$ cat config.mk
export PLATFORM = sky130hd
export DESIGN_NAME = inode_refcount_cache
export DESIGN_NICKNAME = d
export VERILOG_FILES = /design/src/irc_pkg.sv /design/src/irc_table.sv /design/src/irc_locate.sv /design/src/irc_ctrl.sv /design/src/inode_refcount_cache.sv
export VERILOG_INCLUDE_DIRS = /design/src /design/src/src
export SDC_FILE = /design/constraint.sdc
export NUM_CORES = 2
export LEC_CHECK = 0
export ABC_CLOCK_PERIOD_IN_PS = 6300
export BUFFER_PORTS_ARGS = -buffer_cell sky130_fd_sc_hd__buf_2
export CORE_ASPECT_RATIO = 0.6
export CORE_UTILIZATION = 50
export CTS_CLUSTER_SIZE = 30
export DETAILED_ROUTE_END_ITERATION = 8
export PLACE_DENSITY = 0.75
export SYNTH_ARGS = -nofsm -noshare
export SYNTH_HDL_FRONTEND = slang
export SYNTH_HIERARCHICAL = 1
export SYNTH_SLANG_ARGS = --single-unit
$ cat constraint.sdc
create_clock -name clk -period 6.3 [get_ports clk]
set_clock_uncertainty 0.15 [all_clocks]
set_input_delay 0.945 -clock clk [delete_from_list [all_inputs] [get_ports clk]]
set_output_delay 0.945 -clock clk [all_outputs]
set_load 0.03 [all_outputs]
$ cat src/inode_refcount_cache_defines.svh
// ---------------------------------------------------------------------------
// inode_refcount_cache_defines: assertion macros
// shared by the modules of the inode table that carry assertions
// ---------------------------------------------------------------------------
`ifndef INODE_REFCOUNT_CACHE_DEFINES_SVH
`define INODE_REFCOUNT_CACHE_DEFINES_SVH

// same-cycle implication, sampled on clk, off while rst_n is low
`define IRC_ASSERT_NOW(lbl, ante, cons, msg) \
    lbl: assert property (@(posedge clk) disable iff (!rst_n) (ante) |-> (cons)) \
        else $error(msg);

// next-cycle implication, sampled on clk, off while rst_n is low
`define IRC_ASSERT_NEXT(lbl, ante, cons, msg) \
    lbl: assert property (@(posedge clk) disable iff (!rst_n) (ante) |=> (cons)) \
        else $error(msg);

`endif

$ cat src/irc_pkg.sv
// ---------------------------------------------------------------------------
// irc_pkg
// types, codes and widths shared by the inode table modules
// ---------------------------------------------------------------------------
package irc_pkg;

    localparam int OP_W        = 2;
    localparam int DEV_W       = 16;
    localparam int NUM_W       = 12;
    localparam int SLOT_W      = 6;
    localparam int STATUS_W    = 3;
    localparam int SECTOR_W    = 32;
    localparam int OFFSET_W    = 9;
    localparam int COUNT_W     = 8;
    localparam int IMAP_W      = 8;
    localparam int SMAP_W      = 16;
    localparam int CFG_INDEX_W = 2;
    localparam int CFG_DATA_W  = 16;

    localparam int SLOTS_DEF        = 64;
    localparam int SECTOR_BYTES_DEF = 512;
    localparam int INODE_BYTES_DEF  = 32;

    // boot sector and super block ahead of the maps
    localparam int BOOT_SECTORS = 1 + 1;

    localparam logic [IMAP_W-1:0]  IMAP_RESET = IMAP_W'(1);
    localparam logic [SMAP_W-1:0]  SMAP_RESET = SMAP_W'(1);
    localparam logic [COUNT_W-1:0] COUNT_MAX  = {COUNT_W{1'b1}};

    typedef enum logic [OP_W-1:0] {
        OP_GET    = 2'd0,
        OP_PUT    = 2'd1,
        OP_LOCATE = 2'd2
    } op_t;

    typedef enum logic [STATUS_W-1:0] {
        ST_HIT        = 3'd0,
        ST_CLAIMED    = 3'd1,
        ST_INODE_ZERO = 3'd2,
        ST_FULL       = 3'd3,
        ST_UNUSED     = 3'd4
    } status_t;

    typedef enum logic [CFG_INDEX_W-1:0] {
        CFG_IMAP = 2'd0,
        CFG_SMAP = 2'd1
    } cfg_index_t;

    typedef enum logic [2:0] {
        CTL_CLEAR,
        CTL_IDLE,
        CTL_SCAN,
        CTL_CHECK,
        CTL_LOCATE,
        CTL_FINISH
    } ctl_state_t;

    typedef enum logic [1:0] {
        LOC_IDLE,
        LOC_DIV,
        LOC_SUM,
        LOC_DONE
    } loc_state_t;

    typedef struct packed {
        logic [COUNT_W-1:0] count;
        logic [DEV_W-1:0]   device;
        logic [NUM_W-1:0]   inode;
    } entry_t;

    typedef struct packed {
        status_t             status;
        logic [SLOT_W-1:0]   slot;
        logic [SECTOR_W-1:0] sector;
        logic [OFFSET_W-1:0] offset;
        logic [COUNT_W-1:0]  count;
    } res_t;

endpackage

$ cat src/irc_table.sv
// ---------------------------------------------------------------------------
// irc_table
// slot store: one write port, one read port, registered read data
// ---------------------------------------------------------------------------
module irc_table #(
    parameter int SLOTS = irc_pkg::SLOTS_DEF
) (
    input  logic                     clk,
    input  logic                     wr_en,
    input  logic [$clog2(SLOTS)-1:0] wr_addr,
    input  irc_pkg::entry_t          wr_data,
    input  logic                     rd_en,
    input  logic [$clog2(SLOTS)-1:0] rd_addr,
    output irc_pkg::entry_t          rd_data
);
    import irc_pkg::*;

    entry_t entry_reg [SLOTS];
    entry_t rd_data_reg;

    always_ff @(posedge clk)
    begin
        if (wr_en)
        begin
            entry_reg[wr_addr] <= wr_data;
        end
        if (rd_en)
        begin
            rd_data_reg <= entry_reg[rd_addr];
        end
    end

    assign rd_data = rd_data_reg;

endmodule

$ cat src/irc_locate.sv
// ---------------------------------------------------------------------------
// irc_locate
// disk place of an inode record: division by records per sector through a
// constant reciprocal multiplication
// ---------------------------------------------------------------------------
`include "inode_refcount_cache_defines.svh"

module irc_locate #(
    parameter int SECTOR_BYTES = irc_pkg::SECTOR_BYTES_DEF,
    parameter int INODE_BYTES  = irc_pkg::INODE_BYTES_DEF
) (
    input  logic                           clk,
    input  logic                           rst_n,
    input  logic                           start,
    input  logic [irc_pkg::NUM_W-1:0]      idx,
    input  logic [irc_pkg::IMAP_W-1:0]     imap_sectors,
    input  logic [irc_pkg::SMAP_W-1:0]     smap_sectors,
    output logic                           done,
    output logic [irc_pkg::SECTOR_W-1:0]   sector,
    output logic [irc_pkg::OFFSET_W-1:0]   offset
);
    import irc_pkg::*;

    localparam int PER_RAW = SECTOR_BYTES / INODE_BYTES;
    localparam int PER     = (PER_RAW < 1) ? 1 : PER_RAW;
    localparam int SHIFT   = NUM_W + $clog2(PER);
    localparam int RECIP   = ((1 << SHIFT) + PER - 1) / PER;
    localparam int STRIDE  = PER * INODE_BYTES;

    loc_state_t          state_reg, state_next;
    logic [NUM_W-1:0]    idx_reg, idx_next;
    logic [NUM_W-1:0]    quo_reg, quo_next;
    logic [SECTOR_W-1:0] sector_reg, sector_next;
    logic [OFFSET_W-1:0] offset_reg, offset_next;

    always_ff @(posedge clk or negedge rst_n)
    begin
        if (!rst_n)
        begin
            state_reg <= LOC_IDLE;
        end
        else
        begin
            state_reg <= state_next;
        end
    end

    always_ff @(posedge clk)
    begin
        idx_reg    <= idx_next;
        quo_reg    <= quo_next;
        sector_reg <= sector_next;
        offset_reg <= offset_next;
    end

    always_comb
    begin
        state_next  = state_reg;
        idx_next    = idx_reg;
        quo_next    = quo_reg;
        sector_next = sector_reg;
        offset_next = offset_reg;
        case (state_reg)
            LOC_IDLE:
            begin
                if (start)
                begin
                    idx_next   = idx;
                    state_next = LOC_DIV;
                end
            end
            LOC_DIV:
            begin
                // quotient exact for every 12-bit index
                quo_next   = NUM_W'((32'(idx_reg) * 32'(RECIP)) >> SHIFT);
                state_next = LOC_SUM;
            end
            LOC_SUM:
            begin
                sector_next = SECTOR_W'(BOOT_SECTORS) + SECTOR_W'(imap_sectors)
                            + SECTOR_W'(smap_sectors) + SECTOR_W'(quo_reg);
                offset_next = OFFSET_W'(32'(idx_reg) * 32'(INODE_BYTES)
                                        - 32'(quo_reg) * 32'(STRIDE));
                state_next  = LOC_DONE;
            end
            LOC_DONE:
            begin
                state_next = LOC_IDLE;
            end
            default:
            begin
                state_next = LOC_IDLE;
            end
        endcase
    end

    assign done   = (state_reg == LOC_DONE);
    assign sector = sector_reg;
    assign offset = offset_reg;

    `IRC_ASSERT_NOW(a_start_when_idle, start, state_reg == LOC_IDLE, "locate started while busy")
    `IRC_ASSERT_NEXT(a_div_to_sum, state_reg == LOC_DIV,
        state_reg == LOC_SUM, "division did not end after one cycle")

endmodule

$ cat src/irc_ctrl.sv
// ---------------------------------------------------------------------------
// irc_ctrl
// sequencer: clearing sweep, slot scan, read-modify-write of one slot
// ---------------------------------------------------------------------------
`include "inode_refcount_cache_defines.svh"

module irc_ctrl #(
    parameter int SLOTS = irc_pkg::SLOTS_DEF
) (
    input  logic                           clk,
    input  logic                           rst_n,
    input  logic                           req_valid,
    output logic                           req_ready,
    input  logic [irc_pkg::OP_W-1:0]       op,
    input  logic [irc_pkg::DEV_W-1:0]      device,
    input  logic [irc_pkg::NUM_W-1:0]      inode_number,
    input  logic [irc_pkg::SLOT_W-1:0]     slot_in,
    output logic                           rd_en,
    output logic [$clog2(SLOTS)-1:0]       rd_addr,
    input  irc_pkg::entry_t                rd_data,
    output logic                           wr_en,
    output logic [$clog2(SLOTS)-1:0]       wr_addr,
    output irc_pkg::entry_t                wr_data,
    output logic                           loc_start,
    output logic [irc_pkg::NUM_W-1:0]      loc_idx,
    input  logic                           loc_done,
    input  logic [irc_pkg::SECTOR_W-1:0]   loc_sector,
    input  logic [irc_pkg::OFFSET_W-1:0]   loc_offset,
    output logic                           res_valid,
    input  logic                           res_take,
    output irc_pkg::res_t                  res
);
    import irc_pkg::*;

    localparam int SW = $clog2(SLOTS);
    localparam logic [SW-1:0] LAST = SW'(SLOTS - 1);

    ctl_state_t         state_reg, state_next;
    logic [SW-1:0]      clr_reg, clr_next;
    logic [SW-1:0]      idx_reg, idx_next;
    logic [SW-1:0]      free_reg, free_next;
    logic               have_free_reg, have_free_next;
    logic [OP_W-1:0]    op_reg, op_next;
    logic [DEV_W-1:0]   dev_reg, dev_next;
    logic [NUM_W-1:0]   num_reg, num_next;
    logic [SLOT_W-1:0]  slot_reg, slot_next;
    res_t               res_reg, res_next;

    logic               occupied;
    logic               match;
    logic               any_free;
    logic [SW-1:0]      free_sel;
    logic [COUNT_W-1:0] count_inc;
    logic [COUNT_W-1:0] count_dec;

    always_ff @(posedge clk or negedge rst_n)
    begin
        if (!rst_n)
        begin
            state_reg     <= CTL_CLEAR;
            clr_reg       <= '0;
            idx_reg       <= '0;
            have_free_reg <= 1'b0;
        end
        else
        begin
            state_reg     <= state_next;
            clr_reg       <= clr_next;
            idx_reg       <= idx_next;
            have_free_reg <= have_free_next;
        end
    end

    always_ff @(posedge clk)
    begin
        free_reg <= free_next;
        op_reg   <= op_next;
        dev_reg  <= dev_next;
        num_reg  <= num_next;
        slot_reg <= slot_next;
        res_reg  <= res_next;
    end

    always_comb
    begin
        occupied  = (rd_data.count != '0);
        match     = occupied && (rd_data.device == dev_reg) && (rd_data.inode == num_reg);
        any_free  = have_free_reg || !occupied;
        free_sel  = have_free_reg ? free_reg : idx_reg;
        count_inc = (rd_data.count == COUNT_MAX) ? rd_data.count
                                                 : rd_data.count + 1'b1;
        count_dec = rd_data.count - 1'b1;

        state_next     = state_reg;
        clr_next       = clr_reg;
        idx_next       = idx_reg;
        free_next      = free_reg;
        have_free_next = have_free_reg;
        op_next        = op_reg;
        dev_next       = dev_reg;
        num_next       = num_reg;
        slot_next      = slot_reg;
        res_next       = res_reg;

        req_ready = 1'b0;
        rd_en     = 1'b0;
        rd_addr   = '0;
        wr_en     = 1'b0;
        wr_addr   = '0;
        wr_data   = '0;
        loc_start = 1'b0;
        loc_idx   = '0;
        res_valid = 1'b0;

        case (state_reg)
            CTL_CLEAR:
            begin
                // every slot free after reset
                wr_en    = 1'b1;
                wr_addr  = clr_reg;
                clr_next = clr_reg + 1'b1;
                if (clr_reg == LAST)
                begin
                    state_next = CTL_IDLE;
                end
            end
            CTL_IDLE:
            begin
                req_ready = 1'b1;
                if (req_valid)
                begin
                    op_next   = op;
                    dev_next  = device;
                    num_next  = inode_number;
                    slot_next = slot_in;
                    res_next  = '0;
                    case (op)
                        OP_GET:
                        begin
                            if (inode_number == '0)
                            begin
                                res_next.status = ST_INODE_ZERO;
                                state_next      = CTL_FINISH;
                            end
                            else
                            begin
                                rd_en          = 1'b1;
                                rd_addr        = '0;
                                idx_next       = '0;
                                have_free_next = 1'b0;
                                state_next     = CTL_SCAN;
                            end
                        end
                        OP_PUT, OP_LOCATE:
                        begin
                            res_next.slot = slot_in;
                            if (32'(slot_in) >= 32'(SLOTS))
                            begin
                                res_next.status = ST_UNUSED;
                                state_next      = CTL_FINISH;
                            end
                            else
                            begin
                                rd_en      = 1'b1;
                                rd_addr    = SW'(slot_in);
                                state_next = CTL_CHECK;
                            end
                        end
                        default:
                        begin
                            res_next.status = ST_UNUSED;
                            state_next      = CTL_FINISH;
                        end
                    endcase
                end
            end
            CTL_SCAN:
            begin
                // rd_data holds slot idx_reg
                if (match)
                begin
                    wr_en           = 1'b1;
                    wr_addr         = idx_reg;
                    wr_data         = rd_data;
                    wr_data.count   = count_inc;
                    res_next.status = ST_HIT;
                    res_next.slot   = SLOT_W'(idx_reg);
                    res_next.count  = count_inc;
                    loc_start       = 1'b1;
                    loc_idx         = num_reg - 1'b1;
                    state_next      = CTL_LOCATE;
                end
                else if (idx_reg == LAST)
                begin
                    if (any_free)
                    begin
                        wr_en           = 1'b1;
                        wr_addr         = free_sel;
                        wr_data.count   = COUNT_W'(1);
                        wr_data.device  = dev_reg;
                        wr_data.inode   = num_reg;
                        res_next.status = ST_CLAIMED;
                        res_next.slot   = SLOT_W'(free_sel);
                        res_next.count  = COUNT_W'(1);
                        loc_start       = 1'b1;
                        loc_idx         = num_reg - 1'b1;
                        state_next      = CTL_LOCATE;
                    end
                    else
                    begin
                        res_next.status = ST_FULL;
                        state_next      = CTL_FINISH;
                    end
                end
                else
                begin
                    rd_en    = 1'b1;
                    rd_addr  = idx_reg + 1'b1;
                    idx_next = idx_reg + 1'b1;
                    if (!occupied && !have_free_reg)
                    begin
                        have_free_next = 1'b1;
                        free_next      = idx_reg;
                    end
                end
            end
            CTL_CHECK:
            begin
                if (!occupied)
                begin
                    res_next.status = ST_UNUSED;
                    state_next      = CTL_FINISH;
                end
                else
                begin
                    res_next.status = ST_HIT;
                    res_next.count  = rd_data.count;
                    if (op_reg == OP_PUT)
                    begin
                        wr_en          = 1'b1;
                        wr_addr        = SW'(slot_reg);
                        wr_data        = rd_data;
                        wr_data.count  = count_dec;
                        res_next.count = count_dec;
                    end
                    loc_start  = 1'b1;
                    loc_idx    = rd_data.inode - 1'b1;
                    state_next = CTL_LOCATE;
                end
            end
            CTL_LOCATE:
            begin
                if (loc_done)
                begin
                    res_next.sector = loc_sector;
                    res_next.offset = loc_offset;
                    state_next      = CTL_FINISH;
                end
            end
            CTL_FINISH:
            begin
                res_valid = 1'b1;
                if (res_take)
                begin
                    state_next = CTL_IDLE;
                end
            end
            default:
            begin
                state_next = CTL_IDLE;
            end
        endcase
    end

    assign res = res_reg;

    `IRC_ASSERT_NOW(a_no_same_slot_rw, wr_en && rd_en, wr_addr != rd_addr,
        "read and write of one slot in the same cycle")
    `IRC_ASSERT_NEXT(a_loc_to_finish, (state_reg == CTL_LOCATE) && loc_done,
        res_valid, "located result not presented")
    `IRC_ASSERT_NOW(a_scan_steps_by_one,
        (state_reg == CTL_SCAN) && ($past(state_reg) == CTL_SCAN),
        idx_reg == SW'($past(idx_reg) + 1'b1), "scan skipped a slot")
    `IRC_ASSERT_NEXT(a_claim_one, (state_reg == CTL_SCAN) && wr_en && !match,
        res_reg.count == COUNT_W'(1), "claimed slot without a count of one")

endmodule

$ cat src/inode_refcount_cache.sv
// ---------------------------------------------------------------------------
// inode_refcount_cache
// reference-counted inode table with disk placement of inode records
// ---------------------------------------------------------------------------
// request channel: req_valid/req_ready with op, device, inode_number and
//   slot_in; one response beat per request beat, in order.
// response channel: rsp_valid/rsp_ready with status, slot_out, sector,
//   byte_offset and use_count, held in an output register.
// config port: cfg_write with cfg_index (0 imap_sectors, 1 smap_sectors) and
//   cfg_data, taken on any cycle; change it only while the table is quiet.
// one request at a time. a get walks the slot store one slot per cycle on
//   its single read port. put and locate read one slot. a refused get, a
//   slot beyond the table or an unknown op answers without reading the
//   store. placement by reciprocal multiplication adds the division, sum
//   and done states of irc_locate.
// after reset the store is swept free, one slot per cycle, across all SLOTS slots;
//   req_ready stays low until the sweep is done. config registers reset to 1.
// a stalled response holds in the output register; the next request is
//   taken and worked on meanwhile, and its result waits until the register
//   empties.
// ---------------------------------------------------------------------------
module inode_refcount_cache #(
    parameter int SLOTS        = irc_pkg::SLOTS_DEF,
    parameter int SECTOR_BYTES = irc_pkg::SECTOR_BYTES_DEF,
    parameter int INODE_BYTES  = irc_pkg::INODE_BYTES_DEF
) (
    input  logic                              clk,
    input  logic                              rst_n,
    input  logic                              cfg_write,
    input  logic [irc_pkg::CFG_INDEX_W-1:0]   cfg_index,
    input  logic [irc_pkg::CFG_DATA_W-1:0]    cfg_data,
    input  logic                              req_valid,
    output logic                              req_ready,
    input  logic [irc_pkg::OP_W-1:0]          op,
    input  logic [irc_pkg::DEV_W-1:0]         device,
    input  logic [irc_pkg::NUM_W-1:0]         inode_number,
    input  logic [irc_pkg::SLOT_W-1:0]        slot_in,
    output logic                              rsp_valid,
    input  logic                              rsp_ready,
    output logic [irc_pkg::STATUS_W-1:0]      status,
    output logic [irc_pkg::SLOT_W-1:0]        slot_out,
    output logic [irc_pkg::SECTOR_W-1:0]      sector,
    output logic [irc_pkg::OFFSET_W-1:0]      byte_offset,
    output logic [irc_pkg::COUNT_W-1:0]       use_count
);
    import irc_pkg::*;

    localparam int SW = $clog2(SLOTS);

    logic [IMAP_W-1:0]   imap_reg, imap_next;
    logic [SMAP_W-1:0]   smap_reg, smap_next;
    logic                rsp_valid_reg, rsp_valid_next;
    res_t                rsp_reg, rsp_next;

    logic                rd_en;
    logic [SW-1:0]       rd_addr;
    entry_t              rd_data;
    logic                wr_en;
    logic [SW-1:0]       wr_addr;
    entry_t              wr_data;
    logic                loc_start;
    logic [NUM_W-1:0]    loc_idx;
    logic                loc_done;
    logic [SECTOR_W-1:0] loc_sector;
    logic [OFFSET_W-1:0] loc_offset;
    logic                res_valid;
    logic                res_take;
    res_t                res;

    always_ff @(posedge clk or negedge rst_n)
    begin
        if (!rst_n)
        begin
            imap_reg      <= IMAP_RESET;
            smap_reg      <= SMAP_RESET;
            rsp_valid_reg <= 1'b0;
        end
        else
        begin
            imap_reg      <= imap_next;
            smap_reg      <= smap_next;
            rsp_valid_reg <= rsp_valid_next;
        end
    end

    always_ff @(posedge clk)
    begin
        rsp_reg <= rsp_next;
    end

    always_comb
    begin
        imap_next = imap_reg;
        smap_next = smap_reg;
        if (cfg_write)
        begin
            case (cfg_index)
                CFG_IMAP: imap_next = cfg_data[IMAP_W-1:0];
                CFG_SMAP: smap_next = cfg_data[SMAP_W-1:0];
                default:  ;
            endcase
        end
    end

    // output register frees when empty or when its beat goes out
    assign res_take = res_valid && (!rsp_valid_reg || rsp_ready);

    always_comb
    begin
        rsp_next       = rsp_reg;
        rsp_valid_next = rsp_valid_reg;
        if (res_take)
        begin
            rsp_next       = res;
            rsp_valid_next = 1'b1;
        end
        else if (rsp_ready)
        begin
            rsp_valid_next = 1'b0;
        end
    end

    irc_table #(
        .SLOTS (SLOTS)
    ) u_table (
        .clk     (clk),
        .wr_en   (wr_en),
        .wr_addr (wr_addr),
        .wr_data (wr_data),
        .rd_en   (rd_en),
        .rd_addr (rd_addr),
        .rd_data (rd_data)
    );

    irc_locate #(
        .SECTOR_BYTES (SECTOR_BYTES),
        .INODE_BYTES  (INODE_BYTES)
    ) u_locate (
        .clk          (clk),
        .rst_n        (rst_n),
        .start        (loc_start),
        .idx          (loc_idx),
        .imap_sectors (imap_reg),
        .smap_sectors (smap_reg),
        .done         (loc_done),
        .sector       (loc_sector),
        .offset       (loc_offset)
    );

    irc_ctrl #(
        .SLOTS (SLOTS)
    ) u_ctrl (
        .clk          (clk),
        .rst_n        (rst_n),
        .req_valid    (req_valid),
        .req_ready    (req_ready),
        .op           (op),
        .device       (device),
        .inode_number (inode_number),
        .slot_in      (slot_in),
        .rd_en        (rd_en),
        .rd_addr      (rd_addr),
        .rd_data      (rd_data),
        .wr_en        (wr_en),
        .wr_addr      (wr_addr),
        .wr_data      (wr_data),
        .loc_start    (loc_start),
        .loc_idx      (loc_idx),
        .loc_done     (loc_done),
        .loc_sector   (loc_sector),
        .loc_offset   (loc_offset),
        .res_valid    (res_valid),
        .res_take     (res_take),
        .res          (res)
    );

    assign rsp_valid   = rsp_valid_reg;
    assign status      = rsp_reg.status;
    assign slot_out    = rsp_reg.slot;
    assign sector      = rsp_reg.sector;
    assign byte_offset = rsp_reg.offset;
    assign use_count   = rsp_reg.count;

endmodule

==> impl_results.html <==
<table>
<tr><th>Metric</th><th>Value</th></tr>
<tr><th colspan="2">Status</th></tr>
<tr><td>Outcome</td><td>finished with violations</td></tr>
<tr><td>Violations in the final reports</td><td>slew limit</td></tr>
<tr><th colspan="2">Pwr</th></tr>
<tr><td>Max IR drop VDD</td><td>0.247 mV</td></tr>
<tr><td>Fraction of power spent switching nets</td><td>0.257</td></tr>
<tr><td>Part of the total power dissipated in sequential elements</td><td>0.522</td></tr>
<tr><td>Clock share of power</td><td>0.331</td></tr>
<tr><td>Comb power frac</td><td>0.147</td></tr>
<tr><td>PD cells</td><td>345 mW/mm^2</td></tr>
<tr><td>Lkg Pwr</td><td>0.0352 uW</td></tr>
<tr><td>Design internal power</td><td>28800 uW</td></tr>
<tr><td>Net load switching power</td><td>9970 uW</td></tr>
<tr><th colspan="2">Routing</th></tr>
<tr><td>Final routed wire length divided by cell count</td><td>33.9 um</td></tr>
<tr><td>Vias post-DR</td><td>51.6k</td></tr>
<tr><td>Vias per Instance</td><td>6.61</td></tr>
<tr><td>Routed WL</td><td>264000 um</td></tr>
<tr><td>First-pass DRT Iterations</td><td>8</td></tr>
<tr><td>DRC violation count after routing</td><td>0</td></tr>
<tr><td>Antenna violation net count after detailed routing</td><td>0</td></tr>
<tr><td>Count of routing violations after the opening detailed-route iteration</td><td>8616</td></tr>
<tr><th colspan="2">CTS</th></tr>
<tr><td>Root buffer cell</td><td>clkbuf_16</td></tr>
<tr><td># resized after CTS</td><td>0</td></tr>
<tr><td>Number of buffers inserted to repair setup after CTS</td><td>0</td></tr>
<tr><td># H-tree levels</td><td>4</td></tr>
<tr><td>Clock latency of the later-clocked register in the worst-skew pair</td><td>0.87 ns</td></tr>
<tr><td>Hold-fix buffer count after cts</td><td>0</td></tr>
<tr><td>Clock tree from TritonCTS</td><td>done</td></tr>
<tr><td>Clock buffer count from CTS</td><td>215</td></tr>
<tr><td>Clock net sink count</td><td>2582</td></tr>
<tr><td>Largest buffer count on any clock path</td><td>4</td></tr>
<tr><td>Clock transition at the register clock pins on the worst setup and hold paths after CTS</td><td>0.07 ns</td></tr>
<tr><th colspan="2">Synthesis</th></tr>
<tr><td>YS warnings</td><td>6</td></tr>
<tr><td>Post-synthesis cell area</td><td>0.0998 mm^2</td></tr>
<tr><td>Library cell occupying the most area in the post-synthesis netlist</td><td>edfxtp_1</td></tr>
<tr><td>Post-synthesis instance total</td><td>4670</td></tr>
<tr><td>Leading cell types by total area after synthesis</td><td>edfxtp_1, mux4_2, dfrtp_1</td></tr>
<tr><td>Number of flip-flops and latches in the synthesized netlist</td><td>2582</td></tr>
<tr><td>Avg Synthesized Cell Area</td><td>21.4 um^2</td></tr>
<tr><td>EDFF count, synth</td><td>2539</td></tr>
<tr><td>Number of distinct library cell variants in the gate-level netlist after synthesis</td><td>71</td></tr>
<tr><td>Prevailing post-synth register cell</td><td>edfxtp_1</td></tr>
<tr><td>Share of synthesized area occupied by flip-flops and latches</td><td>0.775</td></tr>
<tr><td>Most frequent cell after synthesis</td><td>edfxtp_1</td></tr>
<tr><td>Most frequent cells after synthesis</td><td>edfxtp_1, mux4_2, o22ai_1</td></tr>
<tr><td>Ys async rst share</td><td>0.0167</td></tr>
<tr><td>Share of Yosys cell area claimed by the top area cell type</td><td>0.764</td></tr>
<tr><th colspan="2">Setup path</th></tr>
<tr><td>Classification of the worst setup path</td><td>reg -&gt; reg</td></tr>
<tr><td>Worst endpoint data arrival time</td><td>6.38 ns</td></tr>
<tr><td>Data required time of the critical path</td><td>6.78 ns</td></tr>
<tr><td>Kind of launch point of the worst setup path</td><td>register</td></tr>
<tr><td>Largest fanout of any net on the critical path</td><td>69</td></tr>
<tr><td>Launching instance or port of the critical path</td><td>u_table/rd_data[28]</td></tr>
<tr><td>Beginning of the worst register-to-register path</td><td>u_table/rd_data[28]</td></tr>
<tr><td>Type of destination of the critical path</td><td>register</td></tr>
<tr><th colspan="2">STA</th></tr>
<tr><td>Final slew viol count</td><td>64</td></tr>
<tr><td>Headroom to the max-slew limit</td><td>-0.0129</td></tr>
<tr><td>Minimum hold slack</td><td>0.111 ns</td></tr>
<tr><td>Count of final setup violators</td><td>0</td></tr>
<tr><td>Minimum period implied by the final worst setup slack</td><td>5.91 ns</td></tr>
<tr><td>Final total negative setup slack</td><td>0 ns</td></tr>
<tr><td>Worst-margin pin slew</td><td>1.52 ns</td></tr>
<tr><td>Maximum clock rate</td><td>169 MHz</td></tr>
<tr><td>Period utilization</td><td>0.937</td></tr>
<tr><td>Fin worst setup slack</td><td>0.395 ns</td></tr>
<tr><td>Unrepaired setup endpoints after global routing</td><td>false</td></tr>
<tr><td>Hold Vio Cnt, Final</td><td>0</td></tr>
<tr><th colspan="2">Place</th></tr>
<tr><td>Post-placement worst setup slack</td><td>0.742 ns</td></tr>
<tr><td>Placer's final routability congestion estimate</td><td>0.918</td></tr>
<tr><td>Number of I/O port buffers</td><td>118</td></tr>
<tr><td># placed instances</td><td>7412</td></tr>
<tr><td>HPWL after detailed placement</td><td>155000 um</td></tr>
<tr><td>Placement Cell Area</td><td>0.106 mm^2</td></tr>
<tr><th colspan="2">Die</th></tr>
<tr><td>Floorplan core area</td><td>0.197 mm^2</td></tr>
<tr><td># IOs</td><td>119</td></tr>
<tr><td>Effective utilization at floorplan</td><td>0.505</td></tr>
<tr><td>Num rows</td><td>126</td></tr>
<tr><td>Total die area</td><td>0.201 mm^2</td></tr>
<tr><td>Height of the die</td><td>348 um</td></tr>
<tr><td>Die outline width</td><td>579 um</td></tr>
<tr><th colspan="2">Flow run</th></tr>
<tr><td>Number of maximum-capacitance constraint violations</td><td>0</td></tr>
<tr><th colspan="2">Cells and area</th></tr>
<tr><td>Flip-flop count of the largest register, all copies and words added</td><td>2304</td></tr>
<tr><td>Finished Layout Cells</td><td>7801</td></tr>
<tr><td>Fill cell instance count of the final layout</td><td>14.0k</td></tr>
<tr><td>Area growth, synth to finish</td><td>12.6%</td></tr>
<tr><td>Total Nets Final</td><td>5097</td></tr>
<tr><td>Post-route design area</td><td>0.112 mm^2</td></tr>
<tr><td>Share of post-route cells with drive strength above 1</td><td>0.271</td></tr>
<tr><th colspan="2">Global routing</th></tr>
<tr><td>Remaining Overflow, GRT</td><td>0</td></tr>
<tr><td>Aggregate global-route resource usage</td><td>0.262</td></tr>
<tr><td>Initial antenna violation count</td><td>1</td></tr>
<tr><td>Largest net degree at the start of global routing</td><td>73</td></tr>
<tr><td>Wire length of the first global-routing pass</td><td>372000 um</td></tr>
<tr><td>Vias in the first global route</td><td>50.4k</td></tr>
<tr><th colspan="2">Hold path</th></tr>
<tr><td>Worst min-delay path class</td><td>in -&gt; reg</td></tr>
<tr><td>Start point of the worst hold path</td><td>device[12]</td></tr>
</table>
## power groups by stage
stage / logic (uW) / clock network [uW] / registers, uW
global placement: 5460 / 0 / 20500
finish: 5690 / 12800 / 20200
global route: 5960 / 13600 / 20300
detailed placement: 5560 / 0 / 20600
floorplan: 3480 / 0 / 20600
CTS: 5600 / 12900 / 20200
## critical path, cell delays in order (launching register included)
cell and delay, ns:
edfxtp_1 0.47, inv_1 0.16, ha_1 0.27, or3b_4 0.44, or4_1 0.58, nand4_4 0.16, o21ai_4 0.06, nand2b_1 0.21
buf_4 0.25, o21ai_4 0.24, buf_12 0.21, buf_12 0.37, nor2b_1 0.67, a22oi_1 0.16, a31oi_1 0.67, o211ai_1 0.34
and3_1 0.25
## metrics by stage
| stage | power (uW) | utilization |
|---|---|---|
| finish | 38800 | 0.569 |
| global route | 39800 | 0.569 |
| CTS | 38800 | 0.569 |
| detailed placement | 26100 | 0.536 |
| global placement | 26000 | 0.536 |
| floorplan | 24000 | - |
## cells in the final DEF, fill, tap and decap left out, types with 23 or more instances in the layout
cell / netlist / final
a21oi_1: 31 / 31
xor2_1: 50 / 50
o22a_1: 23 / 23
ha_1: 25 / 25
nor2b_1: 50 / 49
clkinv_1: 1 / 51
buf_12: 0 / 69
a211oi_1: 51 / 51
a22o_2: 0 / 27
dfrtp_1: 41 / 41
inv_1: 26 / 26
nor4_1: 44 / 41
clkbuf_1: 115 / 46
clkbuf_16: 0 / 220
mux2_2: 46 / 46
nor2_4: 0 / 64
nor3_1: 40 / 39
xnor2_1: 27 / 27
nand2_1: 66 / 65
clkinv_2: 0 / 43
and2_1: 48 / 47
buf_2: 51 / 118
nor2_1: 127 / 63
o221ai_1: 34 / 34
o22ai_1: 154 / 153
nand3_1: 61 / 61
edfxtp_1: 2539 / 2539
a22oi_1: 80 / 79
mux2i_1: 64 / 64
mux4_2: 544 / 544
buf_4: 66 / 190
## layout make-up
class / instances / area [um^2] / area share
timing repair buffer: 377 / 3400 / 0.0303
clock buffer: 269 / 5720 / 0.0509
clock inverter: 118 / 827 / 0.00736
inverter: 27 / 101 / 0.000902
multi-input combinational: 1802 / 21700 / 0.193
antenna: 2 / 5.00 / 0.0000446
sequential: 2582 / 77300 / 0.688
tap: 2624 / 3280 / 0.0292
## worst paths after layout
| check | endpoint | slack [ns] | cells after the start |
|---|---|---|---|
| min in group asynchronous | rsp_valid | 0.16 | 1 |
| hold reg to reg | byte_offset[3] | 0.27 | 0 |
| max in group asynchronous | smap_reg[8] | 5.15 | 1 |
| hold / removal | u_ctrl/dev_reg[12] | 0.11 | 1 |
| setup / recovery | u_table/rd_data[16] | 0.39 | 16 |
| setup reg to reg | u_table/rd_data[16] | 0.39 | 16 |
## metal layers
| layer | part of all wire | track usage |
|---|---|---|
| met4 | 0.023 | 0.0579 |
| met1 | 0.38 | 0.390 |
| met3 | 0.17 | 0.101 |
| met2 | 0.43 | 0.368 |
| met5 | 0.00019 | 0 |
## kinds of logic after synthesis
family          Yosys count  share of synthesized area
compound gates          496                     0.0354
xor+xnor                 77                    0.00676
fa+ha+maj                33                    0.00474
buf+inv                 305                     0.0160
flops                  2582                      0.775
mux                     654                      0.134
other cells               1                  0.0000376
simple gates            522                     0.0276
(Power assumes the default switching activity.)
